[config.mk]
export PLATFORM = sky130hd
export DESIGN_NAME = lbpu_out
export DESIGN_NICKNAME = d
export VERILOG_FILES = /design/src/hw/rtl/lbpu_pkg.sv /design/src/hw/rtl/lbpu_out.sv
export SDC_FILE = /design/constraint.sdc
export NUM_CORES = 1
export LEC_CHECK = 0
export BUFFER_PORTS_ARGS = -buffer_cell sky130_fd_sc_hd__buf_2
export CAP_MARGIN = 10
export CORE_ASPECT_RATIO = 0.5
export CORE_MARGIN = 2
export CORE_UTILIZATION = 43
export CTS_BUF_LIST = sky130_fd_sc_hd__clkbuf_8
export DETAILED_ROUTE_END_ITERATION = 10
export GPL_TIMING_DRIVEN = 0
export HOLD_SLACK_MARGIN = 0.03
export PLACE_DENSITY_LB_ADDON = 0.3
export SLEW_MARGIN = 20
export SYNTH_ARGS = -nofsm -noshare
export SYNTH_HDL_FRONTEND = slang
export SYNTH_SLANG_ARGS = --single-unit
[constraint.sdc]
create_clock -name clk -period 2.63 [get_ports clk]
set_input_delay 0.1315 -clock clk [delete_from_list [all_inputs] [get_ports clk]]
set_output_delay 0.1315 -clock clk [all_outputs]
set_load 0.02 [all_outputs]
[src/hw/rtl/lbpu_pkg.sv]
// ---------------------------------------------------------------------------
// Lossless bitmap pixel unpacker: shared package
// Register indexes, reset values, pixel format codes and the structures that
// travel between the unpacker's modules.
// ---------------------------------------------------------------------------
package lbpu_pkg;

  localparam int CFG_INDEX_W = 3;
  localparam int CFG_DATA_W  = 16;

  localparam logic [CFG_INDEX_W-1:0] REG_PIXEL_FORMAT  = 3'd0;
  localparam logic [CFG_INDEX_W-1:0] REG_ALPHA_VARIANT = 3'd1;
  localparam logic [CFG_INDEX_W-1:0] REG_IMAGE_WIDTH   = 3'd2;
  localparam logic [CFG_INDEX_W-1:0] REG_IMAGE_HEIGHT  = 3'd3;
  localparam logic [CFG_INDEX_W-1:0] REG_PALETTE_SIZE  = 3'd4;

  localparam logic [1:0] FMT_PALETTE = 2'd0;
  localparam logic [1:0] FMT_RGB     = 2'd1;

  localparam logic [1:0]  RST_PIXEL_FORMAT  = FMT_PALETTE;
  localparam logic        RST_ALPHA_VARIANT = 1'b0;
  localparam logic [15:0] RST_IMAGE_WIDTH   = 16'd1;
  localparam logic [15:0] RST_IMAGE_HEIGHT  = 16'd1;
  localparam logic [8:0]  RST_PALETTE_SIZE  = 9'd1;

  localparam logic [7:0] ALPHA_OPAQUE = 8'hff;

  localparam int TDATA_W = 64;

  typedef struct packed {
    logic [1:0]  pixel_format;
    logic        alpha_variant;
    logic [15:0] width;
    logic [15:0] height;
    logic [8:0]  load_count;
  } cfg_t;

  typedef struct packed {
    logic restart;
    logic load_palette;
  } restart_t;

  typedef struct packed {
    logic [15:0] x;
    logic [15:0] y;
    logic [7:0]  red;
    logic [7:0]  green;
    logic [7:0]  blue;
    logic [7:0]  alpha;
    logic        bad_index;
    logic        last_pixel;
    logic        from_store;
  } pixel_t;

endpackage

[src/hw/rtl/lbpu_out.sv]
// ---------------------------------------------------------------------------
// Lossless bitmap pixel unpacker: result register
// Merges the palette read with the decoded pixel and holds the output word.
// ---------------------------------------------------------------------------
module lbpu_out (
  input  logic                         clk,
  input  logic                         rst,
  input  logic                         s1_valid,
  input  lbpu_pkg::pixel_t             s1,
  input  logic [31:0]                  pal_rd_data,
  output logic                         s1_move,
  output logic                         m_tvalid,
  input  logic                         m_tready,
  output logic [lbpu_pkg::TDATA_W-1:0] m_tdata,
  output logic [0:0]                   m_tuser,
  output logic                         m_tlast
);

  logic [31:0] rgba;

  assign s1_move = !m_tvalid || m_tready;
  assign rgba    = s1.from_store ? pal_rd_data : {s1.red, s1.green, s1.blue, s1.alpha};

  always_ff @(posedge clk) begin
    if (rst) begin
      m_tvalid <= 1'b0;
    end else if (s1_move) begin
      m_tvalid <= s1_valid;
    end
  end

  always_ff @(posedge clk) begin
    if (s1_move && s1_valid) begin
      m_tdata <= {rgba[7:0], rgba[15:8], rgba[23:16], rgba[31:24], s1.y, s1.x};
      m_tuser <= s1.bad_index;
      m_tlast <= s1.last_pixel;
    end
  end

endmodule

# After elaboration in Yosys (flattened, before gate mapping)

Index checks and enable logic that the tools add are counted.

Register bits after elaboration: 67
Input bits: 103
Output and inout port bits: 68
Logic and storage cells: 8

Muxes and demuxes: 1
Reductions and logical operators: 3

Operators with widths:

| kind                | number |
|---|---|
| $mux W32            | 1 |
| $logic_and A1 B1 Y1 | 1 |
| $logic_not A1 Y1    | 1 |
| $logic_or A1 B1 Y1  | 1 |

# Longest topological paths before layout

Depth after elaboration: 3
Depth in mapped cells: 3
Gate-level depth less buffers: 2

# Worst setup path before layout

No wires, ideal clock.

Path kind: register to register
Start point: register m_tvalid
End point: register m_tdata[0] in the netlist's numbering, enable pin
Library setup time: 431 ps
Data arrival time: 2210 ps
Data required time: 2199 ps
Path slack: -11 ps
Stages on the path, launching flop included: 3
Buffers on the path: 0
Period minus slack after synthesis: 2641 ps
Path through: dfxtp_1 -> nand2b_1 -> and2_1

Longest elaborated chain between the ends: 3

RTL lines:

| what                     | line           | text |
|---|---|---|
| start: declaration       | lbpu_out.sv:12 | `output logic m_tvalid,` |
| start signal: assignment | lbpu_out.sv:28 | `m_tvalid <= s1_valid;` |
| $logic_not A1 Y1         | lbpu_out.sv:21 | `assign s1_move = !m_tvalid \|\| m_tready;` |
| $logic_or A1 B1 Y1       | lbpu_out.sv:21 |  |
| named net s1_move        | lbpu_out.sv:11 | `output logic s1_move,` |
| $logic_and A1 B1 Y1      | lbpu_out.sv:33 | `if (s1_move && s1_valid) begin` |
| end signal: assignment   | lbpu_out.sv:34 | `m_tdata <= {rgba[7:0], rgba[15:8], rgba[23:16], rgba[31:24], s1.y, s1.x};` |
| end: declaration         | lbpu_out.sv:14 | `output logic [lbpu_pkg::TDATA_W-1:0] m_tdata,` |

The timed path passes the listed nets, and every way through them passes these cells.
A chain may end at the register's enable or synchronous reset.

# Worst setup path in the final report

Start point: register m_tvalid
End point: register m_tdata[23] in the netlist's numbering, enable pin

Longest elaborated chain between the ends: 3

RTL lines:

| what                | line |
|---|---|
| $logic_not A1 Y1    | lbpu_out.sv:21 |
| $logic_or A1 B1 Y1  | lbpu_out.sv:21 |
| $logic_and A1 B1 Y1 | lbpu_out.sv:33 |

Every way passes these cells.

==> flow_metrics.env <==
export IMPL_dpl_cell_count=349
export IMPL_synth_most_common_cell="edfxtp_1"
export IMPL_clock_sinks=67
export IMPL_grt_first_pass_wirelength_mm=9.07
export IMPL_ant_nets=0
export IMPL_path_class="reg2reg"
export IMPL_dieHeight_um=58.6
export IMPL_total_power_uw=2680
export IMPL_place_gp_congestion=0.672
export IMPL_post_cts_setup_buffers=0
export IMPL_synth_cells=107
export IMPL_nNetsFinal=426
export IMPL_n_fill_cell=349
export IMPL_grt_pass1_vias=1888
export IMPL_p_per_area_mw_per_mm2=653
export IMPL_hpwl_mm=3.95
export IMPL_worstSetupEndpointType="flip-flop"
export IMPL_ff2ff_path_depth=2
export IMPL_worstHoldPathCells=2
export IMPL_synth_warnings=0
export IMPL_synth_common_cells="edfxtp_1 (66), mux2_4 (30), buf_12 (3)"
export IMPL_dr_max_layer_used="met4"
export IMPL_io_pins=171
export IMPL_dieArea_mm2=0.00664
export IMPL_cpMaxStageDelayCell="and2_4"
export IMPL_grt_usage_pct=18.6
export IMPL_wl_met2_mm=3.60
export IMPL_route_detailed_drc=0
export IMPL_firstDrtPassIters=6
export IMPL_fmax_mhz=652
export IMPL_ys_seq_elements=67
export IMPL_viasPerCell=4.57
export IMPL_tns_ns=0
export IMPL_cts_tree="built"
export IMPL_h_tree_depth=3
export IMPL_yosys_area_top_type="edfxtp_1"
export IMPL_fp_dieW_um=113
export IMPL_slew_viol_final=0
export IMPL_crit_arrival_ns=1.50
export IMPL_wl_met3_um=427
export IMPL_port_buffers=169
export IMPL_cap_violations=0
export IMPL_place_area_mm2=0.00351
export IMPL_crit_chain="nand2b_1 > and2_4"
export IMPL_avgSynthCellArea_um2=24.0
export IMPL_ctsResizeCount=0
export IMPL_clk_pin_slew_ns=0.07
export IMPL_diodes=0
export IMPL_finalHoldViolCount=0
export IMPL_status="finished, final reports clean"
export IMPL_grt_overflow_total=0
export IMPL_min_path_type="in2reg"
export IMPL_critPathMaxFanout=66
export IMPL_vias=1831
export IMPL_cts_path_max_buffers=2
export IMPL_clock_latency_ns=0.34
export IMPL_cts_buffers=9
export IMPL_wl_per_cell_um=15.6
export IMPL_netlist_area_mm2=0.00257
export IMPL_synthTopCellsByArea="edfxtp_1 (77%), mux2_4 (18%), buf_12 (2.3%)"
export IMPL_holdWs_ns=0.0949
export IMPL_leakage_uw=0.00189
export IMPL_synth_edf_count=66
export IMPL_initial_core_util_pct=45.8
export IMPL_hold_buffers=36
export IMPL_worst_ep_required_time_ns=2.59
export IMPL_m1WireLength_mm=2.14
export IMPL_post_route_min_period_ns=1.53
export IMPL_skew_ns=0.0104
export IMPL_max_slew_margin_pct=43.6
export IMPL_timing_final_crit_share_pct=58.3
export IMPL_ys_seq_area_share_pct=78.0
export IMPL_area_delta_synth_final_pct=60.0
export IMPL_crit_path_start_kind="flip-flop"
export IMPL_synth_top_area_share_pct=77.2
export IMPL_synth_distinct_cells=10
export IMPL_slowest_delay_ns=0.70
export IMPL_ys_flop_type="edfxtp_1"
export IMPL_ff_latch_area_mm2=0.00200
export IMPL_drive_gt1_share_pct=67.4
export IMPL_async_flop_share_pct=0
export IMPL_num_rows=19
export IMPL_routed_wirelength_mm=6.26
export IMPL_irDropWorstVdd_mv=0.311
export IMPL_ctsRootBufferMaster="clkbuf_8"
export IMPL_grt_max_degree=67
export IMPL_tightest_slew_ns=0.846
export IMPL_final_cells=401
export IMPL_multiInputGateArea_um2=493
export IMPL_fin_area_mm2=0.00411
export IMPL_coreArea_mm2=0.00561
export IMPL_setup_violations=0
export IMPL_rsz0062_at_grt="false"
export IMPL_antenna_found_initial=0
export IMPL_syn_nets=210
export IMPL_drt_iter0_markers=95
final timing paths:
| kind | slack, ns | from | end |
|---|---|---|---|
| max | 1.10 | m_tvalid$_SDFFE_PP0P_ | m_tdata[23]$_DFFE_PP_ |
| max reg2reg | 1.10 | m_tvalid$_SDFFE_PP0P_ | m_tdata[23]$_DFFE_PP_ |
| min | 0.09 | s1[11] | m_tdata[48]$_DFFE_PP_ |
| min reg2reg | 1.07 | m_tvalid$_SDFFE_PP0P_ | m_tvalid$_SDFFE_PP0P_ |
layout make-up:
type / instances / area share, %
buffer: 4 / 1.74
clock buffer: 9 / 3.02
clock inverter: 7 / 2.83
inverter: 1 / 0.0914
multi-input combinational: 35 / 12.0
sequential: 67 / 48.7
tap: 73 / 2.22
timing repair buffer: 205 / 29.4
metal layers:
layer | track usage (%) | up-vias
li1 | - | 852
met2 | 38.2 | 82
met1 | 17.1 | 887
met3 | 5.77 | 10
met4 | 8.36 | 0
met5 | 0 | -
stage by stage:
| step | setup WS [ns] | util [%] |
|---|---|---|
| 3_5_place_dp | 1.10 | 62.5 |
| 6_report | 1.10 | 73.2 |
| 3_3_place_gp | 0.712 | 62.5 |
| 5_1_grt | 1.01 | 73.2 |
| 4_1_cts | 1.09 | 73.2 |
| 2_1_floorplan | 0.701 | - |
where the power goes:
part,switching (µW),leakage [µW],total (µW),internal [µW]
sequential,17.0,0.000647,1270,1260
clock,391,0.000125,1020,630
combinational,189,0.00112,386,197
layout by cell type (no fill, tap or decap):
cell           count
bufinv_16          3
edfxtp_1          66
and2_4             1
clkbuf_8           9
nand2b_1           1
dlygate4sd3_1     36
mux2_4            30
inv_1              2
buf_12             3
clkinv_2           1
dfxtp_1            1
mux2_2             2
a21oi_1            1
buf_2            169
inv_6              1
clkinv_4           1
buf_6              1
state kept, by name, summed over array words and instances (netlist names):
name,count
m_tdata,64
m_tlast,1
m_tuser,1
m_tvalid,1
logic make-up after synthesis:
logic type      Yosys count  share of synthesized area [%]
flops                    67                           78.0
mux                      32                           18.4
buf+inv                   5                           2.92
simple gates              2                          0.488
compound gates            1                          0.195
worst max-delay path: cells and delay by family, from the launching register on:
kind | cells | cell delay (ns)
flip-flops | 1 | 0.31
AND/OR/NAND/NOR | 2 | 0.81
(Power assumes the default switching activity.)
