`config.mk`:
```
export PLATFORM = sky130hd
export DESIGN_NAME = lbpu_decode
export DESIGN_NICKNAME = d
export VERILOG_FILES = /design/src/hw/rtl/lbpu_pkg.sv /design/src/hw/rtl/lbpu_decode.sv
export SDC_FILE = /design/constraint.sdc
export NUM_CORES = 1
export LEC_CHECK = 0
export ABC_AREA = 0
export BUFFER_PORTS_ARGS = -buffer_cell sky130_fd_sc_hd__buf_2
export CORE_ASPECT_RATIO = 2
export CORE_MARGIN = 2
export CORE_UTILIZATION = 50
export CTS_CLUSTER_DIAMETER = 50
export CTS_CLUSTER_SIZE = 14
export DETAILED_ROUTE_END_ITERATION = 7
export GPL_TIMING_DRIVEN = 0
export PLACE_DENSITY = 0.74
export SYNTH_ARGS = -nofsm -noshare
export SYNTH_HDL_FRONTEND = slang
export SYNTH_SLANG_ARGS = --single-unit
```
`constraint.sdc`:
```
create_clock -name clk -period 6.5 [get_ports clk]
set_input_delay 0.975 -clock clk [delete_from_list [all_inputs] [get_ports clk]]
set_output_delay 0.975 -clock clk [all_outputs]
set_load 0.005 [all_outputs]
```
`src/hw/rtl/lbpu_pkg.sv`:
```
// ---------------------------------------------------------------------------
// Lossless bitmap pixel unpacker: shared package
// Register indexes, reset values, pixel format codes and the structures that
// travel between the unpacker's modules.
// ---------------------------------------------------------------------------
package lbpu_pkg;

  localparam int CFG_INDEX_W = 3;
  localparam int CFG_DATA_W  = 16;

  localparam logic [CFG_INDEX_W-1:0] REG_PIXEL_FORMAT  = 3'd0;
  localparam logic [CFG_INDEX_W-1:0] REG_ALPHA_VARIANT = 3'd1;
  localparam logic [CFG_INDEX_W-1:0] REG_IMAGE_WIDTH   = 3'd2;
  localparam logic [CFG_INDEX_W-1:0] REG_IMAGE_HEIGHT  = 3'd3;
  localparam logic [CFG_INDEX_W-1:0] REG_PALETTE_SIZE  = 3'd4;

  localparam logic [1:0] FMT_PALETTE = 2'd0;
  localparam logic [1:0] FMT_RGB     = 2'd1;

  localparam logic [1:0]  RST_PIXEL_FORMAT  = FMT_PALETTE;
  localparam logic        RST_ALPHA_VARIANT = 1'b0;
  localparam logic [15:0] RST_IMAGE_WIDTH   = 16'd1;
  localparam logic [15:0] RST_IMAGE_HEIGHT  = 16'd1;
  localparam logic [8:0]  RST_PALETTE_SIZE  = 9'd1;

  localparam logic [7:0] ALPHA_OPAQUE = 8'hff;

  localparam int TDATA_W = 64;

  typedef struct packed {
    logic [1:0]  pixel_format;
    logic        alpha_variant;
    logic [15:0] width;
    logic [15:0] height;
    logic [8:0]  load_count;
  } cfg_t;

  typedef struct packed {
    logic restart;
    logic load_palette;
  } restart_t;

  typedef struct packed {
    logic [15:0] x;
    logic [15:0] y;
    logic [7:0]  red;
    logic [7:0]  green;
    logic [7:0]  blue;
    logic [7:0]  alpha;
    logic        bad_index;
    logic        last_pixel;
    logic        from_store;
  } pixel_t;

endpackage

```
`src/hw/rtl/lbpu_decode.sv`:
```
// ---------------------------------------------------------------------------
// Lossless bitmap pixel unpacker: byte decoder
// Tracks palette loading, byte phase, column, row and row padding, and
// registers each completed pixel.
// ---------------------------------------------------------------------------
module lbpu_decode #(
  parameter int PALETTE_ENTRIES = 256,
  parameter int ROW_ALIGN_BYTES = 4
) (
  input  logic                               clk,
  input  logic                               rst,
  input  lbpu_pkg::cfg_t                     cfg,
  input  lbpu_pkg::restart_t                 restart,
  input  logic                               s_tvalid,
  output logic                               s_tready,
  input  logic [7:0]                         s_tdata,
  input  logic                               s1_move,
  output logic                               s1_valid,
  output lbpu_pkg::pixel_t                   s1,
  output logic                               pal_wr_en,
  output logic [$clog2(PALETTE_ENTRIES)-1:0] pal_wr_addr,
  output logic [31:0]                        pal_wr_data,
  output logic                               pal_rd_en,
  output logic [$clog2(PALETTE_ENTRIES)-1:0] pal_rd_addr
);

  localparam int IDX_W = $clog2(PALETTE_ENTRIES);
  localparam int AL_W  = (ROW_ALIGN_BYTES > 1) ? $clog2(ROW_ALIGN_BYTES) : 1;
  localparam logic [AL_W-1:0] ALIGN_LAST = AL_W'(ROW_ALIGN_BYTES - 1);
  localparam logic LOADING_RST = (lbpu_pkg::RST_PIXEL_FORMAT == lbpu_pkg::FMT_PALETTE) &&
                                 (lbpu_pkg::RST_PALETTE_SIZE != 9'd0);

  logic             loading;
  logic [8:0]       fill;
  logic [1:0]       phase;
  logic [2:0][7:0]  held;
  logic [AL_W-1:0]  align;
  logic [15:0]      column;
  logic [15:0]      row;

  logic             accept;
  logic             palette_mode;
  logic [1:0]       last_phase;
  logic [1:0]       entry_last;
  logic             in_data;
  logic             completes;
  logic             emit;
  logic [16:0]      col_after;
  logic             row_end;
  logic             row_last;
  logic             entry_done;
  logic             good;
  logic [15:0]      c16;
  lbpu_pkg::pixel_t pix_next;

  assign palette_mode = (cfg.pixel_format == lbpu_pkg::FMT_PALETTE);
  assign last_phase   = palette_mode ? 2'd0 :
                        ((cfg.pixel_format == lbpu_pkg::FMT_RGB) && !cfg.alpha_variant) ?
                        2'd1 : 2'd3;
  assign entry_last   = cfg.alpha_variant ? 2'd3 : 2'd2;

  assign s_tready   = !s1_valid || s1_move;
  assign accept     = s_tvalid && s_tready;
  assign in_data    = column < cfg.width;
  assign completes  = (phase == last_phase);
  assign emit       = !loading && in_data && completes;
  assign col_after  = {1'b0, column} + 17'(emit);
  assign row_end    = !loading && (align == ALIGN_LAST) && (col_after == {1'b0, cfg.width});
  assign row_last   = ({1'b0, row} + 17'd1) == {1'b0, cfg.height};
  assign entry_done = loading && (phase == entry_last);
  assign good       = {1'b0, s_tdata} < cfg.load_count;
  assign c16        = {s_tdata, held[0]};

  assign pal_wr_en   = accept && entry_done;
  assign pal_wr_addr = fill[IDX_W-1:0];
  assign pal_wr_data = {held[0], held[1],
                        cfg.alpha_variant ? held[2] : s_tdata,
                        cfg.alpha_variant ? s_tdata : lbpu_pkg::ALPHA_OPAQUE};
  assign pal_rd_en   = accept;
  assign pal_rd_addr = s_tdata[IDX_W-1:0];

  always_comb begin
    pix_next.x          = column;
    pix_next.y          = row;
    pix_next.bad_index  = 1'b0;
    pix_next.from_store = 1'b0;
    pix_next.last_pixel = (({1'b0, column} + 17'd1) == {1'b0, cfg.width}) && row_last;
    pix_next.red        = held[1];
    pix_next.green      = held[2];
    pix_next.blue       = s_tdata;
    pix_next.alpha      = cfg.alpha_variant ? held[0] : lbpu_pkg::ALPHA_OPAQUE;
    if (palette_mode) begin
      pix_next.red        = 8'd0;
      pix_next.green      = 8'd0;
      pix_next.blue       = 8'd0;
      pix_next.alpha      = 8'd0;
      pix_next.bad_index  = !good;
      pix_next.from_store = good;
    end else if (last_phase == 2'd1) begin
      pix_next.red   = {c16[14:10], 3'b000};
      pix_next.green = {c16[9:5], 3'b000};
      pix_next.blue  = {c16[4:0], 3'b000};
      pix_next.alpha = lbpu_pkg::ALPHA_OPAQUE;
    end
  end

  always_ff @(posedge clk) begin
    if (rst) begin
      s1_valid <= 1'b0;
      loading  <= LOADING_RST;
      fill     <= 9'd0;
      phase    <= 2'd0;
      held     <= '0;
      align    <= '0;
      column   <= 16'd0;
      row      <= 16'd0;
    end else begin
      if (accept) begin
        s1_valid <= emit;
      end else if (s1_move) begin
        s1_valid <= 1'b0;
      end
      if (restart.restart) begin
        loading <= restart.load_palette;
        fill    <= 9'd0;
        phase   <= 2'd0;
        held    <= '0;
        align   <= '0;
        column  <= 16'd0;
        row     <= 16'd0;
      end else if (accept) begin
        if (loading) begin
          if (!entry_done) begin
            held[phase] <= s_tdata;
            phase       <= phase + 2'd1;
          end else begin
            fill  <= fill + 9'd1;
            phase <= 2'd0;
            held  <= '0;
            if ((fill + 9'd1) >= cfg.load_count) begin
              loading <= 1'b0;
            end
          end
        end else begin
          if (row_end) begin
            align  <= '0;
            column <= 16'd0;
            phase  <= 2'd0;
            held   <= '0;
            if (row_last) begin
              row     <= 16'd0;
              fill    <= 9'd0;
              loading <= palette_mode && (cfg.load_count != 9'd0);
            end else begin
              row <= row + 16'd1;
            end
          end else begin
            align <= (align == ALIGN_LAST) ? '0 : align + AL_W'(1);
            if (in_data) begin
              if (!completes) begin
                held[phase] <= s_tdata;
                phase       <= phase + 2'd1;
              end else begin
                column <= col_after[15:0];
                phase  <= 2'd0;
                held   <= '0;
              end
            end
          end
        end
      end
    end
  end

  always_ff @(posedge clk) begin
    if (accept) begin
      s1 <= pix_next;
    end
  end

endmodule

```
## After elaboration in Yosys (flattened, before gate mapping)

Cells that the tools add are included.

- Multiplexer cells: 39
- Add/subtract/negate cells: 7
- Magnitude comparators: 5
- Reductions and logical operators: 32
- Bitwise gates (word level): 1
- Equal/unequal tests: 9

Operators by type and width:

| cell | count |
|---|---|
| $mux W24 | 5 |
| $mux W16 | 4 |
| $eq A17 B16 Y1 | 3 |
| $mux W9 | 4 |
| $add A16 B1 Y17 const B | 2 |
| $mux W32 | 1 |
| $mux W8 | 4 |
| $bwmux W24 | 1 |
| $mux W2 | 9 |
| $add A16 B1 Y17 | 1 |
| $add A16 B1 Y16 const B | 1 |
| $demux W8 S2 | 1 |
| $lt A16 B16 Y1 | 1 |
| $reduce_bool A2 Y1 | 6 |
| $logic_and A1 B1 Y1 | 11 |
| $mux W1 | 10 |
| $add A9 B1 Y9 const B | 1 |
| $ge A9 B9 Y1 | 1 |
| $lt A8 B9 Y1 | 1 |
| $reduce_bool A9 Y1 | 1 |
| $reduce_and A4 Y1 | 2 |
| $add A2 B1 Y2 const B | 2 |
| $eq A2 B1 Y1 const B | 2 |
| $eq A2 B2 Y1 | 2 |
| other kinds (12) | 17 |

- Output and inout port bits: 119
- Register bits: 138
- Input bits: 58

## Depth between registers and ports, before layout

- Depth after elaboration: 13
- Depth in mapped cells: 21

## Worst setup path before layout

No wires, ideal clock.

- Path kind: in2reg
- From: input port cfg[35] (netlist name)
- To: register row[11]
- Buffers on the path: 4
- Required time: 6372 ps
- Cell stages on the path: 20
- Library setup time: 128 ps
- Data arrival time: 5382 ps
- Slack: 990 ps
- Path through: inv_1 > ha_1 > and4_1 > a21o_1 > a211oi_1 > o211ai_1 > clkbuf_1 > nor2_1 > ha_1 > ha_1 > buf_2 > nand3_1 > nor2_1 > mux2_2 > or4_1 > or4_4 > buf_6 > buf_2 > o211ai_1 > o41ai_2

- Longest elaborated chain between the ends: 7

Ends and longest elaborated chain:

| element | line | RTL |
|---|---|---|
| start: declaration | lbpu_decode.sv:12 | `input lbpu_pkg::cfg_t cfg,` |
| $lt A16 B16 Y1 | lbpu_decode.sv:64 | `assign in_data = column < cfg.width;` |
| $logic_and A1 B1 Y1 (2 in series) | lbpu_decode.sv:66 | `assign emit = !loading && in_data && completes;` |
| $add A16 B1 Y17 | lbpu_decode.sv:67 | `assign col_after = {1'b0, column} + 17'(emit);` |
| $eq A17 B16 Y1 (*) | lbpu_decode.sv:68 | `assign row_end = !loading && (align == ALIGN_LAST) && (col_after == {1'b0, cfg.width});` |
| $logic_and A1 B1 Y1 (*) | lbpu_decode.sv:68 |  |
| $reduce_and A3 Y1 (no line) (*) | -- |  |
| end signal: assignment | lbpu_decode.sv:155 | `row <= row + 16'd1;` |
| end: declaration | lbpu_decode.sv:39 | `logic [15:0] row;` |

Every way passes the cells marked *; elsewhere a longest branch is shown, timed or not.
A chain may end at the register's enable or synchronous reset.

## Worst setup path in the final report

- From: input port cfg[35] (netlist name)
- To: register column[3]

- Longest elaborated chain between the ends: 8
- Elaborated cells between the ends (all ways): 12
- Classes of those cells: 1 x add/sub; 1 x order compare; 1 x eq/ne; 3 x mux; 6 x reduce/logical

Ends and longest elaborated chain:

| element | line | RTL |
|---|---|---|
| $lt A16 B16 Y1 | lbpu_decode.sv:64 |  |
| $logic_and A1 B1 Y1 (2 in series) | lbpu_decode.sv:66 |  |
| $add A16 B1 Y17 | lbpu_decode.sv:67 |  |
| $eq A17 B16 Y1 | lbpu_decode.sv:68 |  |
| $logic_and A1 B1 Y1 | lbpu_decode.sv:68 |  |
| $reduce_bool A2 Y1 (no line) | -- |  |
| $reduce_and A4 Y1 (no line) | -- |  |
| end signal: assignment | lbpu_decode.sv:164 | `column <= col_after[15:0];` |
| end: declaration | lbpu_decode.sv:38 | `logic [15:0] column;` |

Several ways; a longest one is shown, not always the timed one. The select of a mux whose other input is x is not followed.

==> metrics.txt <==
Yosys warning count 0; syn_nets roughly 1.0k; Final Hold Viols 0; clock slew at reported path FFs 0.06 ns; htree depth 4; Die Ht around 190 um; Final period util 97.4%; ant diodes 0; initial antenna violation count 0; Multi-input gate area 4440 um2; Tmin final about 6.3 ns; register area share after synthesis 40.3%; post-synthesis mux area share 1.79%; cts repair resizes 0; Setup crit end kind flop; Die ar. between 15000 and 20000 um2; vias in the first global route between 7k and 8k; largest net degree at the start of global routing 74; Seq cells post-synth approximately 140; max-slew violation count 0; Distinct cells, synth 70; synthesized area 8520 um2; Placer Congestion roughly 1.0; CTS root buffer clkbuf_16; synthesized-area fraction occupied by adder cells 6.02%; Starting Density around 51%; r2r endpoint column[3]; Setup Fix Bufs, Post-CTS 0; max cap viols 0; drt drc 0; P per Cell Area 207 nW/um2; GRT Util Overall 29.8%; unrepaired setup endpoints after global routing false; r2r worst-path depth 18; WL final 26700 um; VDD IR max a little under 0.0002 V; Filler cells roughly 1.5k; WHS 0.428 ns; Worst Setup Start Kind input port; post-route ant nets 0; Routed WL per cell 19.8 um; dpl hpwl between 20000 and 25000 um; overall power roughly 2.1 mW; Worst Hold Class flop to flop; Area Growth Syn to Fin 20.3%; Final Non-Filler Cells about 1.3k; syn avg cell area 9.12 um2; post-synthesis compound-gate area fraction approximately 18%; worst path required time 6.77 ns; Inserted Clock Buffers 17; Top Ports approximately 180; dpl ws -0.219 ns; cell leakage power 4.27 nW; clock sink count between 100 and 150; post-route setup slack ~0.17 ns; R2R setup slack between 0.5 and 0.6 ns; Vias 8073; Relative slew margins a little under a quarter; global-route wire length before repair 40700 um; drt initial violations between 400 and 500; FMAX about 0.16 GHz; Final Setup Violations 0; asr flop ratio synth 0%; first drt pass iteration count 7; final instance area about 10000 um2; fin util between 60% and 70%; Fin Setup TNS 0 ns; Max FO, Critical Path 10; Arr. time, crit path 6.60 ns; CORE AREA between 15000 and 20000 um2; routed vias/inst roughly 6; NumNets Final between 1k and 1.5k; Cell Area, Placed between 9000 and 10000 um2; maximum root-to-sink buffer count 2; CTS tree yes; clock latency reported for the late side of the worst-skew pair 0.42 ns; worst slew pin tran ~1.1 ns; Simple-Gate Fraction of Synth Area about 20%; XOR/XNOR share of the synthesized area around 5.4%; Post-synth top flop dfxtp_1; Die Wd 96.3 um; Post-Place Cells 1317; grt ovf 0; PortBufs 176; commonest cells after routing, fill and taps aside 187 x buf_2, 81 x nand2_1, 71 x dfxtp_1, 67 x edfxtp_1, 59 x a21oi_1; largest family of logic cells by synthesized area simple AND/OR/NAND/NOR gates; share of layout cells above drive strength 1 between 20 and 30%; skew final about 0.0057 ns; Crit. Startpoint cfg[35]; status completed; CP Class input port to flop; Cell Rows 67; Register Area 3430 um2; worst reg2reg startpoint column[15]; number of flops mapped to enable cells by yosys 67; Post-Syn Instances between 900 and 1k; end of the critical path column[3]; commonest non-fill, non-tap cell in the layout buf_2; post-cts hold buffer count 0
## registers in the layout (all words and copies together) (netlist names)
register / flops
row: 16
s1: 67
phase: 2
fill: 9
pal_wr_data: 16
align: 2
s1_valid: 1
column: 16
loading: 1
held: 8
## layout make-up
type,count,area share [%]
multi-input cells,665,43.3
flip-flops and latches,138,33.5
repair buffers,176,8.59
plain buffers,87,4.76
clock buffers,19,4.32
well taps,207,2.53
inverters,44,1.64
clock inverters,13,1.40
## layer usage
metal	GRT usage (%)	share of wire [%]
met1	27.1	32
met2	56.3	55
met3	4.32	5.0
met4	22.0	7.6
met5	0	0
## logic make-up after synthesis
| family | after synthesis |
|---|---|
| AOI/OAI and AO/OA | 232 |
| and+or+nand+nor | 325 |
| adders and majority gates | 41 |
| buffers and inverters | 131 |
| DFF | 138 |
| xor gates and xnor gates | 53 |
| muxes | 14 |
## cells in the mapped netlist (11+ instances only)
cell type / number / share of area, %
nand2_1: 81 / 3.6
dfxtp_1: 71 / 17
edfxtp_1: 67 / 24
a21oi_1: 59 / 3.5
nor2_1: 55 / 2.4
o21ai_0: 50 / 2.9
inv_1: 43 / 1.9
ha_1: 41 / 6.0
nand3_1: 38 / 2.2
buf_4: 35 / 3.1
clkbuf_1: 35 / 1.5
xnor2_1: 30 / 3.1
a32o_1: 27 / 3.2
xor2_1: 23 / 2.4
nor3_1: 21 / 1.2
nand2b_1: 19 / 1.4
nor4_1: 19 / 1.4
and3_1: 17 / 1.2
nand4_1: 14 / 1.0
o211ai_1: 13 / 1.1
buf_2: 11 / 0.65
o21ai_1: 11 / 0.65
## worst max-delay path, stage by stage
cell	delay [ns]
buf_2	0.13
inv_1	0.05
ha_1	0.32
and4_1	0.24
a21o_1	0.18
a211oi_1	0.36
o211ai_1	0.31
clkbuf_2	0.31
nor2_1	0.21
ha_1	0.22
ha_1	0.16
buf_2	0.21
nand3_1	0.30
or4_1	0.50
a32o_1	0.32
nor2_1	0.28
or4_1	0.17
clkbuf_1	0.34
nand3_1	0.45
o41ai_1	0.54
## how the worst min path moves through the flow
stage / from / to / cells after the start
final: row[5] / s1[40] / 0
after global routing: row[5] / s1[40] / 0
after CTS: row[5] / s1[40] / 0
after detailed placement: row[5] / s1[40] / 0
after global placement: row[4] / s1[39] / 0
after floorplan: row[4] / s1[39] / 0
## report_power, final
group | internal, mW | switching [mW] | leakage (nW)
registers | 0.936 | 0.00778 | 1.26
clock network | 0.577 | 0.387 | 0.276
logic | 0.0815 | 0.129 | 2.74
Power figures use the tool's default switching activity.
