<file path="config.mk">
export PLATFORM = sky130hd
export DESIGN_NAME = lbpu_cfg
export DESIGN_NICKNAME = d
export VERILOG_FILES = /design/src/hw/rtl/lbpu_pkg.sv /design/src/hw/rtl/lbpu_cfg.sv
export SDC_FILE = /design/constraint.sdc
export NUM_CORES = 1
export LEC_CHECK = 0
export BUFFER_PORTS_ARGS = -buffer_cell sky130_fd_sc_hd__buf_2
export CAP_MARGIN = 20
export CORE_MARGIN = 2
export CORE_UTILIZATION = 53
export CTS_CLUSTER_SIZE = 28
export DETAILED_ROUTE_END_ITERATION = 6
export HOLD_SLACK_MARGIN = 0.12
export PLACE_DENSITY_LB_ADDON = 0.15
export SYNTH_ARGS = -nofsm -noshare
export SYNTH_HDL_FRONTEND = slang
export SYNTH_SLANG_ARGS = --single-unit
</file>
<file path="constraint.sdc">
create_clock -name clk -period 2.8 [get_ports clk]
set_input_delay 0.28 -clock clk [delete_from_list [all_inputs] [get_ports clk]]
set_output_delay 0.28 -clock clk [all_outputs]
set_load 0.02 [all_outputs]
</file>
<file path="src/hw/rtl/lbpu_pkg.sv">
// ---------------------------------------------------------------------------
// Lossless bitmap pixel unpacker: shared package
// Register indexes, reset values, pixel format codes and the structures that
// travel between the unpacker's modules.
// ---------------------------------------------------------------------------
package lbpu_pkg;

  localparam int CFG_INDEX_W = 3;
  localparam int CFG_DATA_W  = 16;

  localparam logic [CFG_INDEX_W-1:0] REG_PIXEL_FORMAT  = 3'd0;
  localparam logic [CFG_INDEX_W-1:0] REG_ALPHA_VARIANT = 3'd1;
  localparam logic [CFG_INDEX_W-1:0] REG_IMAGE_WIDTH   = 3'd2;
  localparam logic [CFG_INDEX_W-1:0] REG_IMAGE_HEIGHT  = 3'd3;
  localparam logic [CFG_INDEX_W-1:0] REG_PALETTE_SIZE  = 3'd4;

  localparam logic [1:0] FMT_PALETTE = 2'd0;
  localparam logic [1:0] FMT_RGB     = 2'd1;

  localparam logic [1:0]  RST_PIXEL_FORMAT  = FMT_PALETTE;
  localparam logic        RST_ALPHA_VARIANT = 1'b0;
  localparam logic [15:0] RST_IMAGE_WIDTH   = 16'd1;
  localparam logic [15:0] RST_IMAGE_HEIGHT  = 16'd1;
  localparam logic [8:0]  RST_PALETTE_SIZE  = 9'd1;

  localparam logic [7:0] ALPHA_OPAQUE = 8'hff;

  localparam int TDATA_W = 64;

  typedef struct packed {
    logic [1:0]  pixel_format;
    logic        alpha_variant;
    logic [15:0] width;
    logic [15:0] height;
    logic [8:0]  load_count;
  } cfg_t;

  typedef struct packed {
    logic restart;
    logic load_palette;
  } restart_t;

  typedef struct packed {
    logic [15:0] x;
    logic [15:0] y;
    logic [7:0]  red;
    logic [7:0]  green;
    logic [7:0]  blue;
    logic [7:0]  alpha;
    logic        bad_index;
    logic        last_pixel;
    logic        from_store;
  } pixel_t;

endpackage

</file>
<file path="src/hw/rtl/lbpu_cfg.sv">
// ---------------------------------------------------------------------------
// Lossless bitmap pixel unpacker: configuration registers
// Holds the five image registers and signals an image restart on each write to a known register.
// ---------------------------------------------------------------------------
module lbpu_cfg #(
  parameter int PALETTE_ENTRIES = 256
) (
  input  logic                             clk,
  input  logic                             rst,
  input  logic                             cfg_valid,
  output logic                             cfg_ready,
  input  logic [lbpu_pkg::CFG_INDEX_W-1:0] cfg_index,
  input  logic [lbpu_pkg::CFG_DATA_W-1:0]  cfg_data,
  output lbpu_pkg::cfg_t                   cfg,
  output lbpu_pkg::restart_t               restart
);

  localparam logic [8:0] ENTRY_LIMIT = 9'(PALETTE_ENTRIES);

  logic [1:0]  pixel_format, pixel_format_next;
  logic        alpha_variant, alpha_variant_next;
  logic [15:0] image_width, image_width_next;
  logic [15:0] image_height, image_height_next;
  logic [8:0]  palette_size, palette_size_next;
  logic        hit;
  logic [8:0]  load_count_next;

  assign cfg_ready = 1'b1;

  always_comb begin
    pixel_format_next  = pixel_format;
    alpha_variant_next = alpha_variant;
    image_width_next   = image_width;
    image_height_next  = image_height;
    palette_size_next  = palette_size;
    hit                = 1'b0;
    if (cfg_valid) begin
      case (cfg_index)
        lbpu_pkg::REG_PIXEL_FORMAT: begin
          pixel_format_next = cfg_data[1:0];
          hit = 1'b1;
        end
        lbpu_pkg::REG_ALPHA_VARIANT: begin
          alpha_variant_next = cfg_data[0];
          hit = 1'b1;
        end
        lbpu_pkg::REG_IMAGE_WIDTH: begin
          image_width_next = cfg_data[15:0];
          hit = 1'b1;
        end
        lbpu_pkg::REG_IMAGE_HEIGHT: begin
          image_height_next = cfg_data[15:0];
          hit = 1'b1;
        end
        lbpu_pkg::REG_PALETTE_SIZE: begin
          palette_size_next = cfg_data[8:0];
          hit = 1'b1;
        end
        default: begin
          hit = 1'b0;
        end
      endcase
    end
  end

  assign load_count_next = (palette_size_next > ENTRY_LIMIT) ? ENTRY_LIMIT : palette_size_next;

  assign restart.restart      = hit;
  assign restart.load_palette = (pixel_format_next == lbpu_pkg::FMT_PALETTE) &&
                                (load_count_next != 9'd0);

  always_ff @(posedge clk) begin
    if (rst) begin
      pixel_format  <= lbpu_pkg::RST_PIXEL_FORMAT;
      alpha_variant <= lbpu_pkg::RST_ALPHA_VARIANT;
      image_width   <= lbpu_pkg::RST_IMAGE_WIDTH;
      image_height  <= lbpu_pkg::RST_IMAGE_HEIGHT;
      palette_size  <= lbpu_pkg::RST_PALETTE_SIZE;
    end else begin
      pixel_format  <= pixel_format_next;
      alpha_variant <= alpha_variant_next;
      image_width   <= image_width_next;
      image_height  <= image_height_next;
      palette_size  <= palette_size_next;
    end
  end

  assign cfg.pixel_format  = pixel_format;
  assign cfg.alpha_variant = alpha_variant;
  assign cfg.width         = (image_width == 16'd0) ? 16'd1 : image_width;
  assign cfg.height        = (image_height == 16'd0) ? 16'd1 : image_height;
  assign cfg.load_count    = (palette_size > ENTRY_LIMIT) ? ENTRY_LIMIT : palette_size;

endmodule

</file>
# [After elaboration in Yosys (flattened, before gate mapping)]
# Cells that the tools add are included.
[totals] reg_bits=44 inputBits=22 output_inout_bits=47 wordCells=31
[classes] magnitude_cmp=2 eq_ne=4 mux=10 reduce_logical=10
[ops] cell="$mux 9" count=4
[ops] cell="$logic_not 16->1" count=2
[ops] cell="$mux 16" count=2
[ops] cell="$gt 9x9->1 const B" count=2
[ops] cell="$reduce_bool 9->1" count=1
[ops] cell="$eq 3x2->1 const B" count=2
[ops] cell="$reduce_and 2->1" count=3
[ops] cell="$reduce_or 5->1" count=1
[ops] cell="$mux 2" count=2
[ops] cell="$eq 3x1->1 const B" count=1
[ops] cell="$eq 3x3->1 const B" count=1
[ops] cell="$logic_not 3->1" count=1
[ops] cell="$logic_not 2->1" count=1
[ops] cell="$mux 1" count=2
[ops] cell="$logic_and 1x1->1" count=1

# [Depth between registers and ports, before layout]
# Gate-level depths: netlist of run 1.
[depth] ltp_word=7 mapped_depth=6

# [Worst setup path after synthesis of run 1]
# Ideal clock, no wire load.
[synth_path] path_kind="input port to output port" from="in cfg_index[1] in the netlist's numbering" to="out restart[0] in the netlist's numbering" arrival_ns=1.283 setup_slack_ns=1.237 stages=4 cell_sequence="buf_6 -> nor4b_4 -> mux2_1 -> and3_1"
[synth_lines] item="start: declaration" line="lbpu_cfg.sv:12" text="input logic [lbpu_pkg::CFG_INDEX_W-1:0] cfg_index,"
[synth_lines] item="end: declaration" line="lbpu_cfg.sv:15" text="output lbpu_pkg::restart_t restart"

==> flow_summary.toml, run 1 <==
[sta]
min_period_over_period_pct = 62.5
final_max_slew_viol_count = 0
fin_skew_ps = 0
timing.slew.headroom_pct = 49.6
worstMarginPinSlew_ps = 752
rsz0062_at_grt = "no"
finalCriticalPeriod_ps = 1750
max_freq_ghz = 0.571
fin_setup_tns_ps = 0
final_hold_viol_count = 0
finalSetupViolCount = 0

[yosys]
synth_top_flop_cell = "dfxtp_1"
syn_nets = 286
synth_largest_area_cell = "dfxtp_1"
netlist_top_cells_area = "dfxtp_1, nand2_1, a21oi_1"
synth_seq_area_share_pct = 44.2
synthArstFlopShare_pct = 0
synth.distinct_cells = 27
synth_warnings = 0
syn_area_sq_mm = 0.00199
synth_edf_count = 0
synth-seq-cells = 44
avgSynthCellArea_sq_um = 7.55
synth.most_common_cell = "nand2_1"
netlist.area_leader.share_pct = 44.2
synth_cells = 264
ys_top_cells_by_count = "nand2_1, dfxtp_1, a21oi_1, clkbuf_1"

[routing]
firstDrtPassIters = 4
ant_nets = 0
vias_per_cell = 5.33
wl_per_cell_microns = 13.3
vias = 1790
drtIter0Drc = 108
drc = 0
routed_wl_mm = 4.48

[die]
die_w_microns = 65.3
die_area_sq_mm = 0.00427
core.rowCount = 22
core_sq_mm = 0.00363
ios = 69
fp.dieH_microns = 65.3
start_util_pct = 54.9

[finish]
final_net_count = 309
syn2layout_area_growth_pct = 13.1
drive_gt1_share_pct = 27.8
fillerInstances = 351
antenna_cells = 0

[placement]
gp_routability_congestion = 0.846
io_buffer_count = 67
post-dp-hpwl_mm = 3.18

[power]
ir_worst_vdd_uv = 515
p_leak_nw = 0.962
pwr_density_cell_mw_per_mm2 = 558
finalPower_mw = 1.26

[global_route]
antenna_found_initial = 0
grt_pass1_wl_mm = 7.19
grt_max_degree = 45
overflow = 0
first_global_vias = 1577
grt_usage_pct = 21.9

[critical_path]
r2r_start = "palette_size[8]"
crit_fanout = 10
crit_type = "input pin to output pin"
reg2regPathDepth = 2
crit_chain = "buf_2 -> nand4bb_1 -> nand4_1 -> and3_1 -> buf_2"
slowest_stage = "nand4bb_1"
crit_path_end_kind = "output pin"
cp_num_buf_inv = 2
cp.depth = 5
startpoint = "cfg_index[0]"
cp_data_arrival_time_ps = 1470
crit_path_start_kind = "input pin"
crit_family = "simple AND/OR/NAND/NOR gates"
required_ps = 2520
slowest_delay_ps = 480
crit_top_cell = "buf_2"

[worst_hold_path]
hold_path_class = "input pin to flop"
hold_depth = 3
min-delay-start = "cfg_data[11]"

[clocking]
htreeDepth = 2
numCtsBuffers = 5
ctsHoldBuffers = 0
cts_sinks = 44
post_cts_buffers = 0
clk_pin_slew_ps = 90
clk_path_buf_depth = 2
cts_resized = 0
clkLatencyLatePin_ps = 300
clockRootBuffer = "clkbuf_8"
cts_tree = "done"

[run_status]
status = "complete, no violations"

[job]
drv_cap = 0
-- state kept, by name, summed over array words and instances (netlist names) --
register,flops
image_height,16
image_width,16
palette_size,9
pixel_format,2
alpha_variant,1
-- worst reg2reg max path, delay by kind of cell (launching register included) --
| family | cells | cell delay, ps |
|---|---|---|
| AO/OA/AOI/OAI | 1 | 150 |
| AND/OR/NAND/NOR | 1 | 90 |
| flip-flops | 1 | 540 |
-- path summary, 6_finish.rpt --
path / end / slack, ps
setup / recovery: restart[0] / 1050
hold / removal: image_width[11] / 230
setup reg to reg: palette_size[8] / 1950
hold reg to reg: image_width[8] / 470
-- cell type report --
type                       instances  area (sq um)  area share [%]
clock inverter                     3          42.5            1.89
clock buffer                       5          68.8            3.05
timing repair buffer              67           335            14.9
multi-input combinational        169           868            38.5
sequential                        44           881            39.0
tap                               48          60.1            2.66
-- cells by family after synthesis --
kind of cell           share of synthesized area [%]
AO/OA/AOI/OAI                                   10.8
flip-flops                                      44.2
buffers and inverters                           12.3
multiplexers                                    2.07
AND/OR/NAND/NOR                                 30.5
other                                          0.188
-- layer usage --
layer / vias up / part of all wire (%) / track usage, % / routed length [microns]
li1: 889 / - / - / -
met1: 834 / 44 / 28.5 / 1970
met2: 61 / 48 / 35.3 / 2160
met3: 6 / 6.4 / 5.82 / 287
met4: 0 / 1.5 / 7.03 / 66
met5: - / 0 / 0 / 0
-- power breakdown --
group          internal [mW]  switching (mW)  leakage [nW]
clock                  0.264           0.221        0.0541
combinational         0.0444          0.0804         0.551
sequential             0.639          0.0104         0.356
total                  0.948           0.312         0.962
-- layout by cell type, fill, tap and decap left out, types with 3 or more instances in the layout --
master	netlist	final
mux2i_1	3	3
nand2_1	82	82
dfxtp_1	44	44
nor2b_1	8	8
a21oi_1	38	38
clkbuf_8	0	5
nor4_1	8	8
buf_2	4	67
nand3b_1	3	3
nor2_1	6	6
nor3_1	4	4
-- through the flow --
stage	util [%]	instances	hold WS (ps)	cell area, sq um	worst slack, ps
after global routing	62.1	336	228	2260	981
after floorplan	-	264	401	1990	1240
after global placement	59.0	328	456	2140	1070
final	62.1	336	227	2260	1050
after detailed placement	59.0	328	460	2140	1070
after CTS	62.1	336	219	2260	1060
Note: power is estimated with default switching activity, not from simulation.
==> run 2, diff against run 1 <==
ABC_AREA = 1   (was default)
CORE_UTILIZATION = 44   (was 53)
clock period = 1.54 ns   (was 2.8 ns; I/O delays follow)
==> run 2 against run 1 <==
  * Total power up 84%
  * Synthesized cell count increased by 9.5%
  * The flow now finishes with violations (negative setup slack)
  * Combinational power grew to 2.9 times the previous value
  * Highest routed layer unchanged
  * Via count rose by 10%
  * Critical path type is now flop to output pin
==> flow_summary.toml, run 2 <==
[worst_hold_path]
min-delay-start = "cfg_data[10]"
hold_path_class = "input pin to flop"
hold_end = "image_width[10]"
hold_depth = 3

[global_route]
grt_max_degree = 24
antenna_found_initial = 0
overflow = 0
grt_usage_pct = 19.8
first_global_vias = 1774
grt_pass1_wl_mm = 7.83

[yosys]
netlist.area_leader.share_pct = 44.5
synth.most_common_cell = "nor2_1"
avgSynthCellArea_sq_um = 6.85
synth_seq_area_share_pct = 44.5
synth_warnings = 0
synth.distinct_cells = 25
syn_area_sq_mm = 0.00198
synth_cells = 289
synth_edf_count = 0
synth-seq-cells = 44
synthArstFlopShare_pct = 0
syn_nets = 311
synth_top_flop_cell = "dfxtp_1"
netlist_top_cells_area = "dfxtp_1, nor2_1, nand2_1"
synth_largest_area_cell = "dfxtp_1"
ys_top_cells_by_count = "nor2_1, nand2_1, dfxtp_1, clkbuf_1, inv_1"

[power]
power.share.clock_pct = 32.5
p_int_mw = 1.68
power_frac_seq_pct = 51.7
p_comb_share_pct = 15.8
p_sw_share_pct = 27.6
pwr_density_cell_mw_per_mm2 = 898
p_switching_mw = 0.641
ir_worst_vdd_uv = 552
p_leak_nw = 1.21

[sta]
setup_ws_ps = -85.4
max_freq_ghz = 0.615
fin_skew_ps = 0
min_period_over_period_pct = 106
rsz0062_at_grt = "yes"
finalSetupViolCount = 8
final_max_slew_viol_count = 0
finalCriticalPeriod_ps = 1630
final_hold_viol_count = 0
fin_setup_tns_ps = -577

[clocking]
clk_path_buf_depth = 2
htreeDepth = 2
clkLatencyLatePin_ps = 280
clk_pin_slew_ps = 90
cts_tree = "done"
clockRootBuffer = "clkbuf_8"
cts_sinks = 44
numCtsBuffers = 5

[routing]
firstDrtPassIters = 4
drc = 0
vias = 1973
routed_wl_mm = 5.16
wl_per_cell_microns = 13.4
ant_nets = 0
vias_per_cell = 5.11
drtIter0Drc = 112

[die]
ios = 69
fp.dieH_microns = 71.1
start_util_pct = 45.5
die_area_sq_mm = 0.00505
core_sq_mm = 0.00435
core.rowCount = 24
die_w_microns = 71.1

[placement]
post-dp-hpwl_mm = 3.73
place_ws_ps = 75.2
gp_routability_congestion = 0.907
io_buffer_count = 67

[finish]
antenna_cells = 0
layout_common_cells = "buf_2, nand2_1, dfxtp_1"
reg_top3 = "image_height (16), image_width (16), palette_size (9)"
fillerInstances = 445
drive_gt1_share_pct = 37.4
fin_util_pct = 59.3
final_net_count = 355
final_common_cell = "buf_2"
syn2layout_area_growth_pct = 30.5

[critical_path]
crit_type = "flop to output pin"
required_ps = 1390
cp_data_arrival_time_ps = 1470
crit_path_end_kind = "output pin"
reg2regPathDepth = 2
reg2reg_slack_ps = 790
r2r_start = "palette_size[6]"
crit_fanout = 6
r2r-end = "palette_size[6]"
crit_path_start_kind = "flop"

[run_status]
violations = "negative setup slack"
status = "finished, violations left"

[job]
drv_cap = 0
[run 2: final cells by class]
| class | instances | area (sq um) | area share [%] |
|---|---|---|---|
| Multi-Input combinational cell | 172 | 922 | 35.7 |
| Timing Repair Buffer | 79 | 490 | 19.0 |
| Inverter | 31 | 119 | 4.60 |
| Sequential cell | 44 | 893 | 34.6 |
| Clock buffer | 7 | 86.3 | 3.34 |
| Tap cell | 52 | 65.1 | 2.52 |
| Clock inverter | 1 | 7.51 | 0.291 |
[run 2: critical path, cell delays in order, from the launching register on]
cell,delay [ps]
dfxtp_4,370
nor4_4,310
a21oi_2,110
buf_6,170
nor2_4,90
buf_6,120
[run 2: worst max path at each step]
stage                     from  depth (start not counted)    endpoint
2_1_floorplan  palette_size[7]                          3      cfg[0]
3_3_place_gp      cfg_index[1]                         10  restart[0]
3_5_place_dp      cfg_index[1]                         10  restart[0]
4_1_cts        palette_size[1]                          5      cfg[0]
5_1_grt        palette_size[2]                          5      cfg[0]
6_report       palette_size[2]                          5      cfg[0]
[run 2: cells by family (layout without fill, tap and decap cells)]
family | Yosys count | after routing | synth area share [%]
buf+inv | 74 | 118 | 15.2
simple gates | 118 | 119 | 26.0
compound gates | 52 | 52 | 14.0
flops | 44 | 44 | 44.5
other cells | 1 | 1 | 0.189
[run 2: through the flow]
stage	hold slack [ps]	std cells	total power [mW]	instance area [sq um]
CTS	122	382	2.30	2420
detailed placement	423	372	1.54	2250
global placement	406	372	1.54	2250
floorplan	299	289	1.44	1980
global route	136	386	2.42	2580
finish	119	386	2.32	2580
[run 2: repair_timing]
action                                 4_1_cts  5_1_grt
pin swaps                                    2       11
setup buffers                                1        3
endpoints found under the hold margin        1        0
setup endpoints to repair                    6       11
cloned                                       0        1
hold buffers                                 1        0
gates resized for setup                     19       44
[run 2: layer usage]
metal  up-vias  share of wire (%)  wire length, microns  global-route usage (%)
met5         -                  0                     0                       0
met4         0                1.1                    59                    5.87
met3         8                5.1                   264                    4.13
met2        56                 50                  2600                    36.0
met1       925                 43                  2240                    23.5
li1        984                  -                     -                       -
[run 2: power groups by stage]
stage / sequential, mW / clock (mW) / combinational [mW]
global placement: 1.22 / 0 / 0.317
global route: 1.21 / 0.810 / 0.402
floorplan: 1.22 / 0 / 0.218
finish: 1.20 / 0.755 / 0.366
detailed placement: 1.22 / 0 / 0.319
CTS: 1.20 / 0.764 / 0.333
==> run 3, diff against run 2 <==
ABC_AREA = default   (was 1)
==> run 3 against run 2 <==
  * The run now ends clean
  * Design area down 6.9%
  * Via count is 7.7% lower
  * Combinational power shrank 28%
  * Worst setup slack gained 140 ps
  * Die area is 0.72% higher
  * Critical endpoint is now restart[0]
  * Largest cell class unchanged
  * Largest power group unchanged
  * Highest routed layer unchanged
==> flow_summary.toml, run 3 (synthesis results as in run 1) <==
[clocking]
cts_sinks = 44
htreeDepth = 2
clockRootBuffer = "clkbuf_8"
post_cts_buffers = 0
numCtsBuffers = 5
clkLatencyLatePin_ps = 290
clk_pin_slew_ps = 80
clk_path_buf_depth = 2
cts_tree = "done"

[critical_path]
crit_path_start_kind = "flop"
reg2regPathDepth = 3
r2r_start = "palette_size[8]"
crit_chain = "nor4_4 -> nand4_1 -> and3_1 -> buf_6"
slowest_stage = "dfxtp_4"
crit_path_end_kind = "output pin"
startpoint = "palette_size[4]"
required_ps = 1390
endpoint = "restart[0]"
reg2reg_slack_ps = 770
r2r-end = "palette_size[8]"
cp_data_arrival_time_ps = 1330
slowest_delay_ps = 360
crit_type = "flop to output pin"
crit_fanout = 3

[job]
drv_cap = 0

[routing]
drc = 0
vias = 1822
drtIter0Drc = 93
ant_nets = 0
routed_wl_mm = 5.00
vias_per_cell = 5.16
firstDrtPassIters = 4
wl_per_cell_microns = 14.2

[finish]
drive_gt1_share_pct = 29.6
final_net_count = 322
final_cell_area_sq_mm = 0.00240
fin_util_pct = 55.2
layout_common_cells = "nand2_1, buf_2, dfxtp_1"
antenna_cells = 0
fillerInstances = 444
syn2layout_area_growth_pct = 20.6
reg_top3 = "image_height (16), image_width (16), palette_size (9)"
stdcell_count = 353
final_common_cell = "nand2_1"

[placement]
place_ws_ps = 127
place_area_sq_mm = 0.00221
io_buffer_count = 67
post-dp-hpwl_mm = 3.39
gp_routability_congestion = 0.805
dp_cells = 339

[sta]
finalCriticalPeriod_ps = 1480
rsz0062_at_grt = "yes"
min_period_over_period_pct = 96.1
setup_ws_ps = 59.3
final_max_slew_viol_count = 0
hold_ws_ps = 131
finalSetupViolCount = 0
fin_setup_tns_ps = 0
max_freq_ghz = 0.675
final_hold_viol_count = 0
fin_skew_ps = 0

[worst_hold_path]
hold_path_class = "input pin to flop"

[power]
ir_worst_vdd_uv = 585
pwr_density_cell_mw_per_mm2 = 911
finalPower_mw = 2.19
p_leak_nw = 1.03

[die]
start_util_pct = 45.8
fp.dieH_microns = 71.3
die_area_sq_mm = 0.00509
core_sq_mm = 0.00435
die_w_microns = 71.3
core.rowCount = 24
ios = 69

[run_status]
status = "complete, no violations"

[global_route]
grt_usage_pct = 19.4
first_global_vias = 1607
antenna_found_initial = 0
grt_pass1_wl_mm = 7.74
overflow = 0
grt_max_degree = 45
## run 3: routing by layer
metal	global-route usage (%)	up-vias	share of wire (%)	wire, microns
met3	3.94	5	6.6	331
met2	31.4	59	47	2360
li1	-	909	-	-
met4	7.55	0	1.1	53
met1	25.5	849	45	2250
met5	0	-	0	0
## run 3: area by class of cell
class | instances | area [sq um] | area share, %
Sequential cell | 44 | 885 | 36.8
Timing Repair Buffer | 80 | 469 | 19.5
Tap cell | 52 | 65.1 | 2.71
Clock buffer | 8 | 90.1 | 3.75
Multi-Input combinational cell | 169 | 896 | 37.3
## run 3: how the worst min path moves through the flow
stage	slack, ps	cells past startpoint	startpoint	to
final	130	3	cfg_data[14]	image_width[14]
after global routing	130	3	cfg_data[6]	palette_size[6]
after CTS	130	3	cfg_data[14]	image_width[14]
after detailed placement	420	3	cfg_data[11]	image_width[11]
after global placement	410	3	cfg_data[11]	image_width[11]
after floorplan	270	2	cfg_data[0]	image_width[0]
## run 3: worst max-delay path, delay by kind of cell, from the launching register on
family        cells  cell delay (ps)
flops             1              360
simple gates      3              550
buf+inv           1              130
## run 3: timing repair
item,in CTS,in global routing
pin swaps,0,5
resized for setup,1,8
hold buffers,6,0
hold endpoints to repair,9,0
setup endpoints to repair,1,3
## run 3: where the power goes
group | switching [mW] | total (mW) | leakage (nW) | internal, mW
clock | 0.381 | 0.748 | 0.0455 | 0.366
combinational | 0.156 | 0.263 | 0.631 | 0.107
sequential | 0.0202 | 1.18 | 0.357 | 1.16
